--- config.mk ---
export PLATFORM = sky130hd
export DESIGN_NAME = rme_cordic_cell
export DESIGN_NICKNAME = d
export VERILOG_FILES = /design/src/hdl/rotation_matrix_to_euler_unit_macros.svh /design/src/hdl/rme_pkg.sv /design/src/hdl/rme_cordic_cell.sv
export SDC_FILE = /design/constraint.sdc
export NUM_CORES = 1
export LEC_CHECK = 0
export BUFFER_PORTS_ARGS = -buffer_cell sky130_fd_sc_hd__buf_2
export CAP_MARGIN = 0
export CORE_MARGIN = 4
export CORE_UTILIZATION = 50
export DETAILED_ROUTE_END_ITERATION = 8
export PLACE_DENSITY = 0.71
export SLEW_MARGIN = 10
export SYNTH_ARGS = -nofsm -noshare
export SYNTH_HDL_FRONTEND = slang
export SYNTH_SLANG_ARGS = --single-unit
--- constraint.sdc ---
create_clock -name clk -period 6.3 [get_ports clk]
set_input_delay 0.315 -clock clk [delete_from_list [all_inputs] [get_ports clk]]
set_output_delay 0.315 -clock clk [all_outputs]
set_load 0.005 [all_outputs]
--- src/hdl/rotation_matrix_to_euler_unit_macros.svh ---
// Assertion macros for the rotation matrix to Euler unit
`ifndef ROTATION_MATRIX_TO_EULER_UNIT_MACROS_SVH
`define ROTATION_MATRIX_TO_EULER_UNIT_MACROS_SVH
`ifndef SYNTHESIS
`define RME_ASSERT(label, clk, rst_n, prop, msg) \
  label: assert property (@(posedge clk) disable iff (!rst_n) prop) else $error(msg);
`define RME_ASSERT_NEXT(label, clk, rst_n, ante, cons, msg) \
  label: assert property (@(posedge clk) disable iff (!rst_n) ante |=> cons) else $error(msg);
`else
`define RME_ASSERT(label, clk, rst_n, prop, msg)
`define RME_ASSERT_NEXT(label, clk, rst_n, ante, cons, msg)
`endif
`endif

--- src/hdl/rme_pkg.sv ---
package rme_pkg;

  localparam int CordicStages = 16;
  localparam int CellW = 28;
  localparam int ZW = 24;
  localparam int SqStages = 15;

  localparam logic signed [ZW-1:0] PiQ20 = 24'sd3294199;
  localparam logic signed [15:0] PiQ13 = 16'sd25736;
  localparam logic signed [15:0] HalfPiQ13 = 16'sd12868;

  typedef enum logic [1:0] {
    PC_REGULAR = 2'd0,
    PC_NORTH   = 2'd1,
    PC_SOUTH   = 2'd2
  } pole_case_t;

  typedef enum logic [0:0] {
    REG_POLE_THRESHOLD = 1'b0
  } reg_addr_t;

  typedef struct packed {
    logic signed [CellW-1:0] x;
    logic signed [CellW-1:0] y;
    logic signed [ZW-1:0]    z;
    logic                    done;
    logic signed [15:0]      res;
  } cvec_t;

  typedef struct packed {
    logic signed [15:0] r00;
    logic signed [15:0] r02;
    logic signed [15:0] r11;
    logic signed [15:0] r12;
    logic signed [15:0] r20;
    logic signed [15:0] r22;
    logic signed [15:0] s;
    pole_case_t         pc;
  } side_t;

  function automatic logic signed [ZW-1:0] atan_q20(input int i);
    logic signed [ZW-1:0] r;
    case (i)
      0: r = 24'sd823550;
      1: r = 24'sd486170;
      2: r = 24'sd256879;
      3: r = 24'sd130396;
      4: r = 24'sd65451;
      5: r = 24'sd32757;
      6: r = 24'sd16383;
      7: r = 24'sd8192;
      8: r = 24'sd4096;
      9: r = 24'sd2048;
      10: r = 24'sd1024;
      11: r = 24'sd512;
      12: r = 24'sd256;
      13: r = 24'sd128;
      14: r = 24'sd64;
      15: r = 24'sd32;
      16: r = 24'sd16;
      17: r = 24'sd8;
      18: r = 24'sd4;
      19: r = 24'sd2;
      20: r = 24'sd1;
      default: r = '0;
    endcase
    return r;
  endfunction

  function automatic cvec_t cordic_init(input logic signed [16:0] y,
                                        input logic signed [16:0] x);
    cvec_t v;
    logic signed [CellW-1:0] xs;
    logic signed [CellW-1:0] ys;
    xs = CellW'(x) <<< 10;
    ys = CellW'(y) <<< 10;
    v.res = '0;
    v.done = 1'b0;
    v.z = '0;
    v.x = xs;
    v.y = ys;
    if (y == 17'sd0) begin
      v.done = 1'b1;
      v.res = (x < 17'sd0) ? PiQ13 : 16'sd0;
    end else if (x < 17'sd0) begin
      v.z = (y > 17'sd0) ? PiQ20 : -PiQ20;
      v.x = -xs;
      v.y = -ys;
    end
    return v;
  endfunction

  function automatic logic signed [15:0] cordic_final(input cvec_t v,
                                                      input logic signed [15:0] lim);
    logic signed [ZW-1:0] q;
    logic signed [ZW-1:0] l;
    q = (v.z + ZW'(64)) >>> 7;
    l = ZW'(lim);
    if (v.done) q = ZW'(v.res);
    if (q > l) q = l;
    if (q < -l) q = -l;
    return 16'(q);
  endfunction

endpackage

--- src/hdl/rme_cordic_cell.sv ---
module rme_cordic_cell (
  input  logic            clk,
  input  logic            en,
  input  logic [4:0]      idx,
  input  rme_pkg::cvec_t  v_in,
  output rme_pkg::cvec_t  v_r
);
  rme_pkg::cvec_t v_nxt;

  always_comb begin
    v_nxt = v_in;
    if (!v_in.done) begin
      if (v_in.y >= 0) begin
        v_nxt.x = v_in.x + (v_in.y >>> idx);
        v_nxt.y = v_in.y - (v_in.x >>> idx);
        v_nxt.z = v_in.z + rme_pkg::atan_q20(int'(idx));
      end else begin
        v_nxt.x = v_in.x - (v_in.y >>> idx);
        v_nxt.y = v_in.y + (v_in.x >>> idx);
        v_nxt.z = v_in.z - rme_pkg::atan_q20(int'(idx));
      end
    end
  end

  always_ff @(posedge clk) begin
    if (en) v_r <= v_nxt;
  end
endmodule

Yosys cells after proc, flatten, opt, wreduce, memory -nomap -nowiden
Memories as Yosys holds them, arrays and structs flattened.
Index checks and enable logic that the tools add are counted.
{ "totals": {"n_memories": 2, "ff_bits": 97, "mem_bits_ro": 1280, "in_bits": 104} }
{ "classes": {"n_mux": 6, "shift": 2, "n_lt_le_gt_ge": 1, "add_sub_neg": 6} }
{ "memory_table": {"columns": ["memory", "depth", "word_bits", "rd", "rd_ports_with_merged_regs", "write_ports", "line", "rtl"], "rows": [
  ["(no name shown)", 32, 20, 1, 0, 0, "rme_pkg.sv:43", "case (i)"],
  ["(no name shown)", 32, 20, 1, 0, 0, "rme_pkg.sv:43", null]
]} }
{ "ops": {"columns": ["cell", "count"], "rows": [
  ["80-bit 2-to-1 mux", 2],
  ["24-bit 2-to-1 mux", 4],
  ["28-bit adder", 2],
  ["28-bit by 5-bit >>> shifter with 28-bit output", 2],
  ["28-bit subtractor", 2],
  ["28-bit by 1-bit >= comparator with 1-bit output (second input constant)", 1],
  ["24-bit adder", 1],
  ["24-bit subtractor", 1]
]} }

Logic depth before layout (Yosys ltp)
{ "logic_depth": {"ltp_word": 6, "ltp_mapped": 28, "ltp_nobuf": 24} }

Worst setup path before layout
Ideal clock, no wire load.
{ "synth_path": {"kind": "input -> register", "from": "input idx[0]", "to": "register v_r[68] (netlist name), data pin", "slack_ns": 1.011, "t_arrival_ns": 5.018, "required_ns": 6.029, "setup_ns": 0.271, "path_buffers": 3, "path_stages": 25, "path_cell_list": "buf_2 > buf_2 > mux4_2 > a21boi_1 > o21ai_0 > a221oi_2 > ha_1 > nand4_1 > or4_4 > o21ai_0 > nand2_1 > xor2_1 > ha_1 > clkbuf_1 > a21oi_1 > o211ai_1 > a31oi_1 > nor2_1 > a21oi_1 > o211a_1 > o211a_1 > nor3_1 > xor2_1 > a21oi_1 > o22ai_1"} }
{ "synth_rtl": {"columns": ["item", "line", "rtl"], "rows": [
  ["start, declared", "rme_cordic_cell.sv:4", "input logic [4:0] idx,"],
  ["end signal, assigned", "rme_cordic_cell.sv:26", "if (en) v_r <= v_nxt;"],
  ["end, declared", "rme_cordic_cell.sv:6", "output rme_pkg::cvec_t v_r"]
]} }

==> results.md <==
- Antenna diodes: 0
- H-tree levels: 3
- Endpoints failing setup: 0
- CP max FO: 33
- Area contributors post-synth: edfxtp_1 (22%), ha_1 (8.7%), mux4_2 (8.2%)
- DRT antenna net count: 0
- Critical path type: primary input to flip-flop
- Port Buffers: 200
- Synth unique cells: 97
- Crit share post-route: 88.1%
- M1 GR Usage: 42.5%
- Synthesized flop and latch total: 97
- Total CTS buffers: 9
- Sequential share of the synthesized area: 22.1%
- DR iter-0 viols: 1191
- Worst-Margin Slew: 0.769 ns
- GP Congestion: 0.994
- Die width: 170 um
- Top-area cell type share of the netlist area: 22.1%
- Peak supply drop: 0.116 mV
- Fill count: 2357
- CTS max path bufs: 2
- Gr usage total: 30.0%
- DR vias/cell: 6.15
- Post-layout util: 59.2%
- CP required: 6.43 ns
- CTS tree: built
- Final Hold Fails: 0
- Router iterations before antenna repair: 5
- Top flop regs: v_r: 97 flops
- Post-synth EDFFs: 97
- HPWL Detailed: 34800 um
- Startpoint Class: primary input
- Post-CTS setup buffer count: 0
- Remaining global-route overflow: 0
- Chip height: 170 um
- Met2 GRT Util: 48.6%
- # hold bufs at CTS: 0
- Setup TNS: 0 ns
- Fin. max-slew vios: 0
- Post-CTS sizing: 0
- CP arrival: 5.68 ns
- Initial antenna violation count: 0
- Post-synth top flop: edfxtp_1
- First-pass GRT wire length: 69400 um
- Footprint of the multi-input gates: 9650 sq um
- Drt total wl: 44400 um
- RSZ-0062 raised after global routing: no
- Most Used Layer, Global Route: met2
- Post-Syn Area: 13200 sq um
- Routed via count: 12900
- Max reg flops: 97
- Synth area leader: edfxtp_1
- CTS Sinks: 97
- Number of global-route vias before repair: 12400
- Largest net degree at the start of global routing: 83
- Achievable frequency: 180 MHz
- PwrDens: 202 nW/um^2
- Avg Synthesized Cell Area: 8.65 sq um
- HP Class: primary input to flip-flop
- Most flops, register: v_r
- Crit path to: v_r[68]
- Synth async-reset ratio: 0%
- WL/cell: 21.1 um
- Fin nets: 1963
- CP endpoint kind: flip-flop
- Share of post-route cells with drive strength above 1: 26.2%
- YS warnings: 0
- Leak Pwr: 0.00652 uW
- Core area: 26000 sq um
- Initial Utilization: 50.8%
- Normalized max-slew margin: 48.5%
- IO Count: 201
- FF/Latch Area: 2910 sq um
- Synth Net Count: 1724
- Clk pin slew, worst setup/hold paths: 0.09 ns
- # DRC: 0
- Max cap viols: 0
- Die Area: 29000 sq um
- Rows: 59
- Tmin final: 5.55 ns
- Layout Area Growth over Synthesis: 16.6%
- Root Buffer: clkbuf_16
- Status: complete, no violations
- Post-Synthesis Cells: 1525
- Worst setup path startpoint: idx[1]
- M3 GR Usage: 4.97%
==> logic make-up (layout without fill, tap and decap cells) <==
logic type	count (synthesis)	in the layout	share of synthesized area, %
and+or+nand+nor	489	489	17.6
AOI/OAI and AO/OA	451	451	22.3
muxes	144	144	16.3
buffers and inverters	131	375	4.77
xor gates and xnor gates	118	118	7.84
DFF	97	97	22.1
adders and majority gates	95	95	9.18
==> power breakdown <==
group	switching, uW	total, uW	internal, uW	leakage (uW)
Combinational	905	1650	743	0.00544
Clock	321	599	278	0.000136
Sequential	21.4	856	835	0.000947
Total	1250	3100	1860	0.00652
==> worst min path at each step <==
stage                  from     end  slack (ns)  depth (start not counted)
finish              v_in[0]  v_r[0]        0.12                          1
global route        v_in[0]  v_r[0]        0.10                          1
CTS                 v_in[4]  v_r[4]        0.11                          1
detailed placement  v_in[3]  v_r[3]        0.49                          1
global placement    v_in[2]  v_r[2]        0.49                          1
floorplan           v_in[0]  v_r[0]        0.41                          0
==> Yosys cell counts, drive strengths merged (4+ instances only) <==
library cell  instances
nand2               198
o21ai               146
nor2                115
edfxtp               97
ha                   92
a21oi                89
xnor2                66
mux2i                54
xor2                 52
mux4                 51
clkbuf               45
inv                  43
buf                  42
mux2                 39
a21o                 33
nand3                28
nand2b               26
nor3                 26
o211ai               19
o31ai                18
a31oi                17
o21a                 17
a211oi               16
or2                  15
nand4                12
nor4                 12
nor2b                11
or3                  11
a221oi               10
and3                 10
o21bai               10
o22ai                10
o311ai               10
and2                  9
a31o                  5
nor3b                 5
o211a                 5
a2111oi               4
a21boi                4
a22oi                 4
o221ai                4
o31a                  4
==> per-stage QoR <==
step                instances  power (uW)  setup slack (ns)  area [sq um]  hold WS [ns]
floorplan                1525        1950              1.01         13200         0.414
global placement         2088        2480             0.413         15100         0.491
detailed placement       2088        2500             0.412         15100         0.493
CTS                      2104        3110             0.804         15400         0.108
global route             2104        3330             0.228         15400         0.103
finish                   2104        3100             0.750         15400         0.119
==> worst max-delay path, cell delays in order <==
cell and delay [ns]:
buf_4 0.46, buf_4 0.28, buf_4 0.17, mux4_2 0.39, nand3_1 0.11, o21ai_0 0.13, a221oi_2 0.45, ha_1 0.25
nand4_1 0.13, or4_4 0.49, o31ai_1 0.36, nand2_1 0.11, xor2_1 0.16, ha_1 0.31, nand2_1 0.09, nor2_1 0.14
o211ai_1 0.21, o211a_1 0.28, o211a_1 0.23, nor3_1 0.22, xor2_1 0.11, a21oi_1 0.15, o22ai_1 0.10
==> placed cells by master, fill, tap and decap left out, drive strengths merged, types with 11 or more instances in the layout <==
cell type and count:
nor2b 11, edfxtp 97, mux2 39, buf 315, or3 11, nor4 12, or2 15, o21ai 146
o211ai 19, o31ai 18, xnor2 66, nor3 26, nand4 12, a21oi 89, xor2 52, nor2 115
nand3 28, mux4 51, a21o 33, nand2b 26, a211oi 16, inv 47, o21a 17, a31oi 17
ha 92, nand2 198, mux2i 54
==> layer usage <==
layer,up-vias,wire [um]
li1,6219,-
met1,6122,19400
met2,534,20600
met3,65,3630
met4,0,794
met5,-,0
==> final cells by class <==
type / count / share of cell area, %
timing repair buffer: 315 / 12.7
multi-input combinational: 1297 / 62.7
inverter: 44 / 1.07
clock buffer: 9 / 1.46
tap: 335 / 2.73
sequential: 97 / 18.9
clock inverter: 7 / 0.391
No activity file was read; power rests on OpenSTA's default activity.
