### src/hdl/rotation_matrix_to_euler_unit_macros.svh
// Assertion macros for the rotation matrix to Euler unit
`ifndef ROTATION_MATRIX_TO_EULER_UNIT_MACROS_SVH
`define ROTATION_MATRIX_TO_EULER_UNIT_MACROS_SVH
`ifndef SYNTHESIS
`define RME_ASSERT(label, clk, rst_n, prop, msg) \
  label: assert property (@(posedge clk) disable iff (!rst_n) prop) else $error(msg);
`define RME_ASSERT_NEXT(label, clk, rst_n, ante, cons, msg) \
  label: assert property (@(posedge clk) disable iff (!rst_n) ante |=> cons) else $error(msg);
`else
`define RME_ASSERT(label, clk, rst_n, prop, msg)
`define RME_ASSERT_NEXT(label, clk, rst_n, ante, cons, msg)
`endif
`endif

### src/hdl/rme_sqrt_cell.sv
module rme_sqrt_cell (
  input  logic        clk,
  input  logic        en,
  input  logic [4:0]  idx,
  input  logic [28:0] n_in,
  input  logic [28:0] res_in,
  output logic [28:0] n_r,
  output logic [28:0] res_r
);
  logic [28:0] bit_v;
  logic [28:0] n_nxt;
  logic [28:0] res_nxt;

  always_comb begin
    bit_v = 29'd1 << (5'd28 - (idx << 1));
    if (n_in >= res_in + bit_v) begin
      n_nxt = n_in - (res_in + bit_v);
      res_nxt = (res_in >> 1) + bit_v;
    end else begin
      n_nxt = n_in;
      res_nxt = res_in >> 1;
    end
  end

  always_ff @(posedge clk) begin
    if (en) begin
      n_r <= n_nxt;
      res_r <= res_nxt;
    end
  end
endmodule

### config.mk
export PLATFORM = sky130hd
export DESIGN_NAME = rme_sqrt_cell
export DESIGN_NICKNAME = d
export VERILOG_FILES = /design/src/hdl/rotation_matrix_to_euler_unit_macros.svh /design/src/hdl/rme_sqrt_cell.sv
export SDC_FILE = /design/constraint.sdc
export NUM_CORES = 1
export LEC_CHECK = 0
export BUFFER_PORTS_ARGS = -buffer_cell sky130_fd_sc_hd__buf_2
export CELL_PAD_IN_SITES_DETAIL_PLACEMENT = 1
export CELL_PAD_IN_SITES_GLOBAL_PLACEMENT = 1
export CORE_UTILIZATION = 45
export DETAILED_ROUTE_END_ITERATION = 8
export GPL_ROUTABILITY_DRIVEN = 0
export GPL_TIMING_DRIVEN = 1
export MAX_ROUTING_LAYER = met4
export PLACE_DENSITY = 0.93
export SLEW_MARGIN = 0
export SYNTH_ARGS = -nofsm -noshare
export SYNTH_HDL_FRONTEND = slang
export SYNTH_SLANG_ARGS = --single-unit
### constraint.sdc
create_clock -name clk -period 13.8 [get_ports clk]
set_clock_uncertainty 0.05 [all_clocks]
set_input_delay 0 -clock clk [delete_from_list [all_inputs] [get_ports clk]]
set_output_delay 0 -clock clk [all_outputs]
set_load 0.1 [all_outputs]
---- Word-level counts from Yosys, hierarchy flattened ----
Index checks and enable logic that the tools add are counted.
word-level totals
  bits in registers ....................... 58
  word-level logic and storage cells ...... 11
  output and inout port bits .............. 58
  input bits .............................. 65
operators by class
  $lt $le $gt $ge ......................... 1
  $add $sub $neg .......................... 4
  muxes and demuxes ....................... 2
  shifts and indexed selects .............. 1
operators by type and width
  operator                                                            number
  28-bit by 29-bit adder with 29-bit output                           1
  29-bit adder                                                        1
  29-bit >= comparator                                                1
  29-bit two-way mux                                                  1
  1-bit by 5-bit left shift with 29-bit output, first input constant  1
  29-bit subtractor                                                   1
  28-bit two-way mux                                                  1
  5-bit subtractor, first input constant                              1

---- Logic depth before layout (Yosys ltp) ----
Gate-level depths: netlist of run 1.
  depth after elaboration ................. 5
  gate-level depth with buffers ........... 25
  gate-level depth less buffers ........... 21

---- Worst setup path before layout of run 1 ----
Ideal clock, no wire load.
  kind .................................... in2reg
  start ................................... in idx[0]
  end ..................................... reg res_r[28] (data pin)
  arrival ................................. 4,233 ps
  library setup time ...................... 266 ps
  data required time ...................... 13,484 ps
  stages .................................. 23
  path buffers ............................ 3
  path slack .............................. 9,251 ps
  cell sequence ........................... buf_4 -> nand2b_1 -> nor2_1 -> ha_1 -> ha_1 -> o21ai_0 -> a21oi_1 -> maj3_1 -> a21oi_1 -> o211a_1 -> a21oi_1 -> nand2_1 -> xor2_1 -> ha_1 -> a21o_1 -> a21o_1 -> a221o_1 -> a31o_2 -> o211ai_1 -> and2_1 -> buf_2 -> clkbuf_1 -> nor2_1
on the way
  cells in the longest elaborated chain, start to end .. 4
  elaborated cells on any way between the ends .. 5
  those cells by class .................... add/sub (3); order compare (1); shift (1)
ends and longest elaborated chain
  element                                         RTL line             RTL
  from (decl)                                     rme_sqrt_cell.sv:4   input logic [4:0] idx,
  5-bit subtractor *                              rme_sqrt_cell.sv:15  bit_v = 29'd1 << (5'd28 - (idx << 1));
  1-bit by 5-bit left shift with 29-bit output *  rme_sqrt_cell.sv:15
  29-bit adder                                    rme_sqrt_cell.sv:16  if (n_in >= res_in + bit_v) begin
  29-bit >= comparator                            rme_sqrt_cell.sv:16
  to (signal assigned)                            rme_sqrt_cell.sv:28  res_r <= res_nxt;
  to (decl)                                       rme_sqrt_cell.sv:8   output logic [28:0] res_r
Every way passes the cells marked *; elsewhere a longest branch is shown, timed or not.
A chain may end at the register's enable or synchronous reset.

---- Worst setup path in the final report of run 1 ----
  start ................................... in idx[0]
  end ..................................... reg res_r[25] (data pin)
on the way
  cells in the longest elaborated chain, start to end .. 5
  elaborated cells on any way between the ends .. 6
  those cells by class .................... add/sub (3); order compare (1); shift (1); mux (1)
ends and longest elaborated chain
  element                                         RTL line             RTL
  5-bit subtractor *                              rme_sqrt_cell.sv:15
  1-bit by 5-bit left shift with 29-bit output *  rme_sqrt_cell.sv:15
  29-bit adder                                    rme_sqrt_cell.sv:16
  29-bit >= comparator                            rme_sqrt_cell.sv:16
  28-bit two-way mux *                            rme_sqrt_cell.sv:16
  net res_nxt[25]                                 rme_sqrt_cell.sv:12  logic [28:0] res_nxt;
The timed path passes the listed nets; every way through them passes the cells marked *.

==> results.yml, run 1 <==
sta:
  worst_slack_ps: 8100
  max_freq_mhz: 175
  hold_slack_ps: -10.7
  worst_slew_pin_slew_ps: 1030
  fin_crit_ps: 5700
  setup_tns_ps: 0
  finalSetupViolCount: 0
  fin_crit_sh_pct: 41.3
  hold_viol: 1
  rsz0062_at_grt: "no"
  drv_slew: 0
  slew_headroom_pct: 29.8
worst_setup_path:
  worstSetupStartpointType: "primary input"
  max_stage_delay_ps: 510
  required_ps: 13830
  worst-path-buf-inv: 2
  path_delay_family: "compound AO/OA/AOI/OAI gates"
  crit_top_cell: "a21oi_1"
  path_class: "primary input to flop"
  cp.arrival_ps: 5730
  crit_fanout: 39
  worst_setup_path_end_kind: "flop"
  crit_path_cell_trace: "buf_2 -> nand2b_1 -> nor2_1 -> ha_1 -> ha_1 -> o21ai_0 -> a21oi_1 -> maj3_1 -> a21oi_1 -> o211a_1 -> a21oi_1 -> nand2_1 -> xor2_1 -> ha_1 -> a21o_1 -> a21o_1 -> a221o_1 -> a31o_2 -> o211ai_1 -> and2_1 -> buf_4 -> a21oi_1 -> xor2_1"
  slowest_stage: "and2_1"
die:
  io_pins: 123
  fp-row-count: 41
  coreArea_um2: 12800
  die_h_um: 117
  initial_core_util_pct: 46.8
  die_w_um: 117
  dieArea_um2: 13800
grt:
  grt_max_degree: 59
  first_global_vias: 6626
  track_usage_pct: 32.1
  antenna_found_initial: 0
  grt_pass1_wl_um: 34300
  grt_overflow: 0
synthesis:
  synth_seq_area_share_pct: 29.0
  synth_ff_type: "edfxtp_1"
  syn-cell-area_um2: 6000
  ys_ff_latch: 58
  syn-mean-instance-area_um2: 8.56
  synth_top_area_share_pct: 29.0
  yosysWarnings: 0
  syn-instance-count: 701
  synthesis.nets: 814
  synth_top_cell_by_area: "edfxtp_1"
  synthTopCellsByArea: "edfxtp_1 29%, ha_1 9.8%, xnor2_1 7.6%"
  synth_edf_count: 58
  yosys.cell_types.count: 68
  synthArstFlopShare_pct: 0
detailed_routing:
  dr_total_vias: 6216
  route.detailed.drc: 0
  antenna_left: 0
  wirelength_um: 21200
  avgViaCountPerCell: 6.17
  wl_per_cell_um: 21.1
  drt_iter0_markers: 447
  dr.pass1.iters: 6
clock_network:
  cts_sinks: 58
  path_clk_slew_ps: 50
  cts_max_level: 3
  cts_tree: "built"
  ctsLongestPathBuffers: 2
  post_cts_buffers: 0
  cts_made_buffers: 9
  cts_root_buffer: "clkbuf_16"
outcome:
  violations: "hold timing"
  status: "finished with violations"
power:
  p_leak_nw: 3.00
  peakVddDrop_v: 0.0000591
  power_density_nw_per_um2: 118
finish:
  diodes: 0
  final_layout_size_suffix_gt1_share_pct: 18.4
  nNetsFinal: 943
  design_area_um2: 7200
  areaGrowthSynthToFinish_pct: 20.1
placement:
  numPortBuffers: 121
  dp_slack_ps: 7960
  place_area_um2: 6710
  dp_hpwl_um: 14400
job:
  max_cap_viol_count: 0
hold_path:
  hold_class: "primary input to flop"
[tightest hold or removal path: cells and delay by family]
family | cells | cell delay [ps]
buffers and inverters | 1 | 90
and+or+nand+nor | 1 | 40
AOI/OAI and AO/OA | 1 | 120
[sequential cells by signal, summed over array words and instances (netlist names)]
| signal | flops |
|---|---|
| res_r | 29 |
| n_r | 29 |
[placed cells by master, fill, tap and decap left out, types with 14 or more instances in the layout]
master and instances:
edfxtp_1 58, nor3_1 18, nand3_1 15, nand2_1 90, and2_1 15, a21oi_1 56, ha_1 47, inv_1 15
dlygate4sd3_1 24, xor2_1 35, buf_2 121, xnor2_1 52, a31oi_1 14, o21ai_0 44, a21o_1 20, nand2b_1 14
nor2_1 49
[logic make-up (layout without fill, tap and decap cells)]
group	Yosys count	count (layout)	synth area share (%)
AO/OA/AOI/OAI	206	206	22.9
XOR/XNOR	87	87	12.7
adder cells (fa/ha/maj)	52	52	10.8
buffers and inverters	46	180	3.29
flip-flops	58	58	29.0
multiplexers	6	6	1.00
AND/OR/NAND/NOR	246	246	20.2
[final cells by class]
| cell class | instances | area (um^2) |
|---|---|---|
| Clock buffer | 12 | 236 |
| Clock inverter | 4 | 18.8 |
| Fill cell | 1570 | 5620 |
| Inverter | 15 | 56.3 |
| Multi-Input combinational cell | 597 | 4060 |
| Sequential cell | 58 | 1740 |
| Tap cell | 172 | 215 |
| Timing Repair Buffer | 149 | 876 |
[power by group]
| group | total (W) | switching (W) | internal [W] |
|---|---|---|---|
| sequential | 0.000232 | 0.00000610 | 0.000226 |
| clock | 0.000205 | 0.0000850 | 0.000120 |
| combinational | 0.000412 | 0.000315 | 0.0000970 |
[stage by stage]
| stage | hold slack (ps) | util [%] | total power [W] | std cells |
|---|---|---|---|---|
| final | -10.7 | 56.2 | 0.000849 | 1007 |
| after global routing | 10.8 | 56.2 | 0.000876 | 1007 |
| after CTS | 3.81 | 56.2 | 0.000842 | 1007 |
| after detailed placement | 259 | 52.3 | 0.000629 | 967 |
| after global placement | 252 | 52.3 | 0.000613 | 967 |
| after floorplan | 62.5 | - | 0.000549 | 701 |
[routing by layer]
metal / part of all wire, % / track usage (%) / up-vias
met2: 49 / 53.4 / 287
li1: - / - / 2835
met1: 41 / 37.2 / 3018
met3: 5.3 / 4.84 / 76
met5: 0 / - / -
met4: 4.1 / 17.5 / 0
[final timing paths]
check / from / depth (start not counted) / slack (ps) / end
worst max-delay path: idx[0] / 23 / 8100 / res_r[25]
worst min-delay path: n_in[18] / 3 / -10 / n_r[18]
[cell usage after synthesis (all sizes together), types with 17 or more instances]
master / number
xor2: 35
a21o: 20
nor2: 49
clkbuf: 17
edfxtp: 58
o21ai: 45
nor3: 18
nand2: 90
xnor2: 52
a21oi: 56
ha: 47
[what timing repair did]
item	in CTS	in global routing
hold buffers	24	0
endpoints found under the hold margin	24	0
gates resized for setup	0	0
(Power assumes the default switching activity.)
==> run 2: changes to the inputs <==
--- a/config.mk
+++ b/config.mk
@@ -8,12 +8,12 @@
 export BUFFER_PORTS_ARGS = -buffer_cell sky130_fd_sc_hd__buf_2
 export CELL_PAD_IN_SITES_DETAIL_PLACEMENT = 1
 export CELL_PAD_IN_SITES_GLOBAL_PLACEMENT = 1
-export CORE_UTILIZATION = 45
+export CORE_UTILIZATION = 42
 export DETAILED_ROUTE_END_ITERATION = 8
 export GPL_ROUTABILITY_DRIVEN = 0
 export GPL_TIMING_DRIVEN = 1
 export MAX_ROUTING_LAYER = met4
-export PLACE_DENSITY = 0.93
+export PLACE_DENSITY = 0.88
 export SLEW_MARGIN = 0
 export SYNTH_ARGS = -nofsm -noshare
 export SYNTH_HDL_FRONTEND = slang
==> constraint.sdc (replaced) <==
create_clock -name clk -period 5.25 [get_ports clk]
set_clock_uncertainty 0.05 [all_clocks]
set_input_delay 0 -clock clk [delete_from_list [all_inputs] [get_ports clk]]
set_output_delay 0 -clock clk [all_outputs]
set_load 0.1 [all_outputs]
==> run 2 against run 1 <==
Against the previous run:
- the flow now finishes without violations
- via count is 3.7% lower
- power increased to 2.6 times the previous value
- first-iteration DRC count shrank 26%
- non-clock buffer count is 15 higher
- largest cell class unchanged
- largest power group unchanged
==> results.yml, run 2 (synthesized netlist as in run 1, its figures left out) <==
detailed_routing:
  wirelength_um: 19100
  drt_iter0_markers: 329
  antenna_left: 0
  avgViaCountPerCell: 5.82
  dr_total_vias: 5986
  dr.pass1.iters: 5
  wl_per_cell_um: 18.5
  route.detailed.drc: 0
clock_network:
  path_clk_slew_ps: 50
  cts_max_level: 3
  cts_tree: "built"
  cts_made_buffers: 9
  cts_resized: 0
  cts_sinks: 58
  post_cts_buffers: 0
  ctsLongestPathBuffers: 2
  cts_root_buffer: "clkbuf_16"
worst_setup_path:
  max_stage_delay_ps: 540
  slowest_stage: "dlygate4sd3_1"
  worst_setup_path_end_kind: "flop"
  crit_path_cell_trace: "dlygate4sd3_1 -> buf_2 -> ha_1 -> o21ai_0 -> a21oi_1 -> maj3_1 -> a21oi_1 -> o211a_1 -> a21oi_1 -> nand2_1 -> xor2_1 -> ha_1 -> a21o_1 -> a21o_1 -> a221o_1 -> a31o_2 -> o211ai_1 -> and2_1 -> buf_4 -> o21ai_0"
  required_ps: 5260
  worstSetupStartpointType: "primary input"
  crit_top_cell: "a21oi_1"
  crit_fanout: 18
  path_class: "primary input to flop"
  cp.arrival_ps: 4980
die:
  fp-row-count: 43
  io_pins: 123
  initial_core_util_pct: 43.2
  die_h_um: 122
  die_w_um: 122
  dieArea_um2: 14800
  coreArea_um2: 13900
sta:
  worst_slack_ps: 276
  drv_slew: 0
  setup_tns_ps: 0
  slew_headroom_pct: 48.2
  worst_slew_pin_slew_ps: 777
  max_freq_mhz: 201
  fin_crit_sh_pct: 94.7
  fin_crit_ps: 4970
  finalSetupViolCount: 0
  hold_viol: 0
  rsz0062_at_grt: "no"
finish:
  final_cell_mix: "121 x buf_2, 90 x nand2_1, 58 x edfxtp_1, 56 x a21oi_1, 52 x xnor2_1"
  mostFrequentLayoutCell: "buf_2"
  final_layout_size_suffix_gt1_share_pct: 19.7
  reg_top3: "n_r x29, res_r x29"
  areaGrowthSynthToFinish_pct: 22.3
  diodes: 0
  nNetsFinal: 958
  nFillCells: 1693
power:
  p_leak_nw: 3.08
  peakVddDrop_v: 0.000164
  power_density_nw_per_um2: 301
grt:
  track_usage_pct: 27.3
  antenna_found_initial: 0
  grt_pass1_wl_um: 30500
  first_global_vias: 6164
  grt_overflow: 0
  grt_max_degree: 59
outcome:
  status: "completed"
placement:
  dp_hpwl_um: 13700
  numPortBuffers: 121
  dp_slack_ps: 42.9
hold_path:
  hold_class: "primary input to flop"
job:
  max_cap_viol_count: 0
run 2: worst max-delay path, delay by kind of cell:
kind                       cells  cell delay [ps]
AOI/OAI and AO/OA             11             2210
buffers and inverters          3             1040
adders and majority gates      3              910
and+or+nand+nor                2              620
xor gates and xnor gates       1              210
run 2: layout make-up:
| cell class | instances | area (um^2) | area share [%] |
|---|---|---|---|
| tap | 180 | 225 | 3.07 |
| sequential | 58 | 1740 | 23.7 |
| timing repair buffer | 164 | 1000 | 13.7 |
| clock buffer | 9 | 225 | 3.07 |
| clock inverter | 6 | 25.0 | 0.341 |
| inverter | 15 | 56.3 | 0.767 |
| multi-input combinational | 597 | 4060 | 55.3 |
run 2: layer usage:
layer	up-vias	global-route usage, %	part of all wire (%)	routed length [um]
li1	2871	-	-	-
met1	2867	33.2	45	8500
met2	189	44.6	48	9120
met3	59	3.67	4.0	767
met4	0	13.3	3.6	677
met5	-	-	0	0
run 2: path summary, 6_finish.rpt:
path | startpoint | end | slack [ps] | depth (start not counted)
worst min-delay path | res_in[18] | res_r[17] | 0.2 | 2
worst max-delay path | res_in[1] | n_r[2] | 280 | 20
run 2: stage by stage:
stage | total power, W | util (%) | hold WS (ps) | instances | cell area, um^2
2_1_floorplan | 0.00144 | - | 62.5 | 701 | 6000
3_3_place_gp | 0.00164 | 49.3 | 255 | 989 | 6840
3_5_place_dp | 0.00166 | 49.3 | 255 | 989 | 6840
4_1_cts | 0.00221 | 52.9 | 2.18 | 1029 | 7340
5_1_grt | 0.00230 | 52.9 | 4.19 | 1029 | 7340
6_report | 0.00220 | 52.9 | 0.197 | 1029 | 7340
run 2: where the power goes:
group          switching [W]  leakage, nW  internal [W]
logic               0.000811         2.39      0.000270
clock network       0.000208        0.125      0.000307
registers          0.0000155        0.567      0.000593
total                0.00103         3.08       0.00117
run 2: what timing repair did:
item	CTS	global route
endpoints found under the hold margin	25	0
hold buffers	25	0
setup endpoints to repair	0	0
